**src/rtl/tcon_pkg.sv**
```systemverilog
// Shared types and constants for the text console block.
// Used by tcon_ctrl, tcon_dp and text_console_with_ansi_escapes_unit.
`default_nettype none
package tcon_pkg;

  // Default screen geometry
  localparam int DEF_COLUMNS = 80;
  localparam int DEF_ROWS    = 25;

  // Width of the cell index fields on the ports
  localparam int POS_W = 11;

  // Reset values
  localparam logic [7:0]  COLOUR_RESET = 8'h02;
  localparam logic [15:0] BLANK_CELL   = 16'h0f20;

  // Byte codes
  localparam logic [7:0] CHAR_ESC      = 8'h1b;
  localparam logic [7:0] CHAR_LBRACKET = 8'h5b;
  localparam logic [7:0] CHAR_D        = 8'h44;
  localparam logic [7:0] CHAR_C        = 8'h43;
  localparam logic [7:0] CHAR_K        = 8'h4b;
  localparam logic [7:0] CHAR_J        = 8'h4a;
  localparam logic [7:0] CHAR_NL       = 8'h0a;
  localparam logic [7:0] CHAR_CR       = 8'h0d;
  localparam logic [7:0] CHAR_BS       = 8'h08;
  localparam logic [7:0] CHAR_ZERO     = 8'h30;
  localparam logic [7:0] CHAR_NINE     = 8'h39;

  // Escape arguments that act
  localparam logic [3:0] CSI_ERASE_LINE   = 4'd2;
  localparam logic [3:0] CSI_ERASE_SCREEN = 4'd3;

  // Item modes
  localparam logic MODE_FEED = 1'b0;
  localparam logic MODE_READ = 1'b1;

  typedef struct packed {
    logic             mode;
    logic [7:0]       char_code;
    logic [POS_W-1:0] cell_address;
  } in_item_t;

  typedef struct packed {
    logic [7:0]       cell_char;
    logic [7:0]       cell_attribute;
    logic [POS_W-1:0] cursor_position;
    logic             swallowed;
  } out_item_t;

  // Work that follows the decode cycle
  typedef enum logic [1:0] {
    FOLLOW_NONE,
    FOLLOW_READ,
    FOLLOW_FILL,
    FOLLOW_SCROLL
  } follow_t;

  typedef struct packed {
    logic capture;
    logic exec;
    logic capture_read;
    logic fill_step;
    logic copy_step;
    logic scroll_tail;
    logic finish;
  } ctrl_cmd_t;

  typedef struct packed {
    follow_t follow;
    logic    sweep_last;
    logic    out_free;
  } ctrl_sts_t;

endpackage
`default_nettype wire

```
**src/rtl/tcon_ctrl.sv**
```systemverilog
// Controller state machine of the text console: sequences decode, reads and sweeps.
// Depends on tcon_pkg.
`default_nettype none
module tcon_ctrl (
  input  wire logic                clk,
  input  wire logic                rst,
  input  wire logic                in_valid,
  output logic                     in_stall,
  input  wire tcon_pkg::ctrl_sts_t sts,
  output tcon_pkg::ctrl_cmd_t      cmd
);

  typedef enum logic [2:0] {
    ST_INIT,
    ST_IDLE,
    ST_EXEC,
    ST_RD_WAIT,
    ST_FILL,
    ST_COPY,
    ST_COPY_TAIL,
    ST_FIN
  } state_t;

  state_t state;
  state_t state_next;

  // Commands to the datapath
  always_comb begin
    cmd              = '0;
    cmd.capture      = (state == ST_IDLE) && in_valid;
    cmd.exec         = (state == ST_EXEC);
    cmd.capture_read = (state == ST_RD_WAIT);
    cmd.fill_step    = (state == ST_FILL) || (state == ST_INIT);
    cmd.copy_step    = (state == ST_COPY);
    cmd.scroll_tail  = (state == ST_COPY_TAIL);
    cmd.finish       = (state == ST_FIN) && sts.out_free;
  end

  assign in_stall = (state != ST_IDLE);

  // Next state
  always_comb begin
    state_next = state;
    case (state)
      ST_INIT: begin
        if (sts.sweep_last) state_next = ST_IDLE;
      end
      ST_IDLE: begin
        if (in_valid) state_next = ST_EXEC;
      end
      ST_EXEC: begin
        case (sts.follow)
          tcon_pkg::FOLLOW_READ:   state_next = ST_RD_WAIT;
          tcon_pkg::FOLLOW_FILL:   state_next = ST_FILL;
          tcon_pkg::FOLLOW_SCROLL: state_next = ST_COPY;
          default:                 state_next = ST_FIN;
        endcase
      end
      ST_RD_WAIT: state_next = ST_FIN;
      ST_FILL: begin
        if (sts.sweep_last) state_next = ST_FIN;
      end
      ST_COPY: begin
        if (sts.sweep_last) state_next = ST_COPY_TAIL;
      end
      ST_COPY_TAIL: state_next = ST_FILL;
      ST_FIN: begin
        if (sts.out_free) state_next = ST_IDLE;
      end
      default: state_next = ST_IDLE;
    endcase
  end

  // Hold state
  always_ff @(posedge clk) begin
    if (rst) begin
      state <= ST_INIT;
    end else begin
      state <= state_next;
    end
  end

endmodule
`default_nettype wire

```
**config.mk**
```make
export PLATFORM = sky130hd
export DESIGN_NAME = tcon_ctrl
export DESIGN_NICKNAME = d
export VERILOG_FILES = /design/src/rtl/tcon_pkg.sv /design/src/rtl/tcon_ctrl.sv
export SDC_FILE = /design/constraint.sdc
export NUM_CORES = 1
export LEC_CHECK = 0
export ABC_AREA = 1
export BUFFER_PORTS_ARGS = -buffer_cell sky130_fd_sc_hd__buf_2
export CORE_AREA = 5 5 42 44
export DETAILED_ROUTE_END_ITERATION = 12
export DIE_AREA = 0 0 47 49
export PLACE_DENSITY = 0.43
export SYNTH_ARGS = -nofsm -noshare
export SYNTH_HDL_FRONTEND = slang
export SYNTH_SLANG_ARGS = --single-unit
```
**constraint.sdc**
```tcl
create_clock -name clk -period 2.9 [get_ports clk]
set_input_delay 0.58 -clock clk [delete_from_list [all_inputs] [get_ports clk]]
set_output_delay 0.58 -clock clk [all_outputs]
set_load 0.01 [all_outputs]
```
; ---- Yosys cells after proc, flatten, opt, wreduce, memory -nomap -nowiden
; Index checks and enable logic that the tools add are counted.
[totals]
register_bits = 3
in_bits = 7
output_inout_bits = 8
[op_classes]
n_eq_ne = 16
muxes = 7
n_reduce_logical = 5
[op_table]
columns = operator, n
row1 = 3-bit one-hot mux with 8 select lines, 1
row2 = 3-bit two-way mux, 5
row3 = "3-bit equality test, second input constant", 4
row4 = "2-bit != test, second input constant", 5
row5 = 3-bit one-hot mux with 3 select lines, 1
row6 = "3-bit by 2-bit equality test with 1-bit output, second input constant", 2
row7 = 5-bit AND reduction, 1
row8 = "2-bit equality test, second input constant", 2
row9 = "3-bit by 1-bit equality test with 1-bit output, second input constant", 1
row10 = 3-bit logical NOT, 1
row11 = "3-bit by 1-bit != test with 1-bit output, second input constant", 1
row12 = "2-bit by 1-bit equality test with 1-bit output, second input constant", 1
row13 = 1-bit logical AND, 2
row14 = 1-bit logical OR, 1

; ---- Depth between registers and ports, before layout
[logic_depth]
depth_word = 3
depth_mapped = 7

; ---- Least setup slack after synthesis
; Ideal clock, no wire load.
[synth_timing]
kind = register to output
from = reg state[0]
to = out cmd[6] (netlist bit)
arrival_ps = 915
required_time_ps = 2320
setup_slack_ps = 1405
path_stages_with_launch = 5
n_path_buf = 0
cell_sequence = dfxtp_1 > inv_1 > nor2_1 > nand2_1 > nor2_1
[synth_lines]
columns = element, line
row1 = "start, declared", tcon_ctrl.sv:24  ; state_t state;
row2 = "start signal, assigned", tcon_ctrl.sv:79  ; state <= state_next;
row3 = "end, declared", tcon_ctrl.sv:10  ; output tcon_pkg::ctrl_cmd_t cmd

==> flow_metrics.py <==
metrics = {
    "sta": {
        "tns_ns": 0,
        "rsz0062_at_grt": "no",
        "relSlewSlack": 0.7763,
        "period_needed_ns": 1.842,
        "finalHoldViolations": 0,
        "drv_slew": 0,
        "tightest_slew_ns": 0.3350,
        "setup_viol": 0,
        "holdWs_ns": 0.6127,
        "timing.fmax_mhz": 543.0,
        "period_share": 0.6350,
        "skew_ns": 0.006147,
    },
    "worst_setup_path": {
        "critPathKind": "register to output port",
        "end_kind": "output port",
        "start_kind": "register",
        "critPathMaxFanout": 11,
        "crit_arrival_ns": 1.26,
        "critPathRequiredTime_ns": 2.32,
    },
    "floorplan": {
        "dieArea_um2": 2303,
        "io_pins": 15,
        "core_um2": 1401,
        "start_util": 0.2125,
        "fp.dieH_um": 49,
        "num_rows": 14,
        "die_width_um": 47,
    },
    "pwr": {
        "ir_drop_mv": 0.5512,
        "power.leakage_nw": 0.2273,
        "total_power_mw": 0.4337,
        "power_density_nw_per_um2": 1076,
    },
    "drt": {
        "wl_per_cell_um": 8.682,
        "vias": 343,
        "drtIter0Drc": 5,
        "via_per_inst": 4.035,
        "post-route-drc-count": 0,
        "drtPass1Iterations": 3,
        "postRouteAntennaNets": 0,
        "wirelength_um": 738,
    },
    "synthesis": {
        "yosysWarnings": 0,
        "ys_ff_latch": 3,
        "ys_seq_area_frac": 0.2017,
        "synthesis.area_um2": 297.8,
        "synth.distinct_cells": 15,
        "synth.avg_cell_area_um2": 5.727,
        "netlist_instances": 52,
        "mappedNetlistNets": 59,
    },
    "clock_tree": {
        "cts_buffers": 3,
        "clock-sinks": 3,
        "clockBufferDepth": 2,
        "postCtsSetupRepairBufs": 0,
        "clk_latency_ns": 0.23,
        "h-tree-depth": 1,
        "cts_tree": "built",
        "cts_hold_buf": 0,
        "path_clk_slew_ns": 0.04,
        "cts_resized": 0,
        "cts_root_buf": "clkbuf_4",
    },
    "layout": {
        "num_antenna_cells": 0,
        "largest-register": "state",
        "drive_above_1_share": 0.3333,
        "fillers": 168,
        "reg_top3": "state x3",
        "num-nets-final": 77,
        "largest_reg_flops": 3,
        "area_growth_pct": 35.29,
    },
    "grt": {
        "antenna_found_initial": 0,
        "grt_max_degree": 12,
        "grt_overflow": 0,
        "grt_use_total": 0.06610,
        "grt_pass1_wl_um": 1124,
        "grt_pass1_vias": 289,
    },
    "job": {
        "cap_violations": 0,
    },
    "placement": {
        "io_buffers": 14,
        "routabilityCongestion": 0.6799,
        "dp_hpwl_um": 601.8,
    },
    "worst_hold_path": {
        "hold_path.class": "primary input to register",
    },
    "outcome": {
        "status": "completed",
    },
}
worst paths after layout:
kind              slack (ns)  cells after the start  startpoint        to
hold reg to reg         0.66                      4    state[1]  state[1]
hold / removal          0.61                      4         rst  state[1]
setup / recovery        1.06                      3    state[1]    cmd[0]
setup reg to reg        1.62                      7    state[1]  state[2]
worst max-delay path, stage by stage (launching register included):
cell	delay [ns]
dfxtp_1	0.51
nand2_1	0.21
nor3_1	0.16
buf_2	0.15
report_power, final:
part	switching (mW)	leakage (nW)	internal, mW
registers	0.0497	0.0250	0.0632
logic	0.152	0.187	0.0982
clock network	0.0188	0.0150	0.0513
Yosys cell counts, drive strengths merged:
cell type	count	area (um2)
nand2	10	40.04
dfxtp	3	60.06
buf	1	11.26
nor3	2	10.01
nor2	14	60.06
a22oi	1	7.510
inv	10	40.04
o21ai	2	10.01
nand3	6	40.04
a21oi	3	18.77
cell families (layout without fill, tap and decap cells):
logic type | Yosys count | count (layout) | share of synthesized area
buffers and inverters | 11 | 28 | 0.1723
AO/OA/AOI/OAI | 6 | 6 | 0.1219
flip-flops | 3 | 3 | 0.2017
AND/OR/NAND/NOR | 32 | 32 | 0.5042
cell type report:
| class | instances | area [um2] | area share |
|---|---|---|---|
| clock buffer | 4 | 26.28 | 0.06522 |
| inverter | 10 | 40.04 | 0.09938 |
| multi-input combinational | 38 | 186.4 | 0.4627 |
| sequential | 3 | 60.06 | 0.1491 |
| tap | 16 | 20.02 | 0.04969 |
| timing repair buffer | 14 | 70.07 | 0.1739 |
per-stage QoR:
stage	instances	area [um2]	worst slack [ns]	util
2_1_floorplan	52	297.8	1.405	-
3_3_place_gp	81	376.6	1.302	0.2688
3_5_place_dp	81	376.6	1.288	0.2688
4_1_cts	85	402.9	1.041	0.2875
5_1_grt	85	402.9	0.9015	0.2875
6_report	85	402.9	1.058	0.2875
layout by cell type, fill, tap and decap left out:
cell      synthesis  layout
buf_2             0      14
a21oi_2           1       1
nor2_1           13      13
nand2_2           1       1
nand3_1           4       4
inv_4             1       1
nand2_1           9       9
nor2_4            1       1
nand3_2           2       2
dfxtp_1           3       3
a22oi_1           1       1
clkbuf_4          0       3
nor3_1            2       2
clkbuf_1          0       1
a21oi_1           2       2
inv_1             9       9
o21ai_0           2       2
routing by layer:
metal,track usage,vias to the layer above,part of all wire
met3,0.04797,0,0.093
met4,0.01382,0,0
met5,0,-,0
met2,0.09050,10,0.42
met1,0.08315,138,0.48
li1,-,195,-
Note: power is estimated with default switching activity, not from simulation.
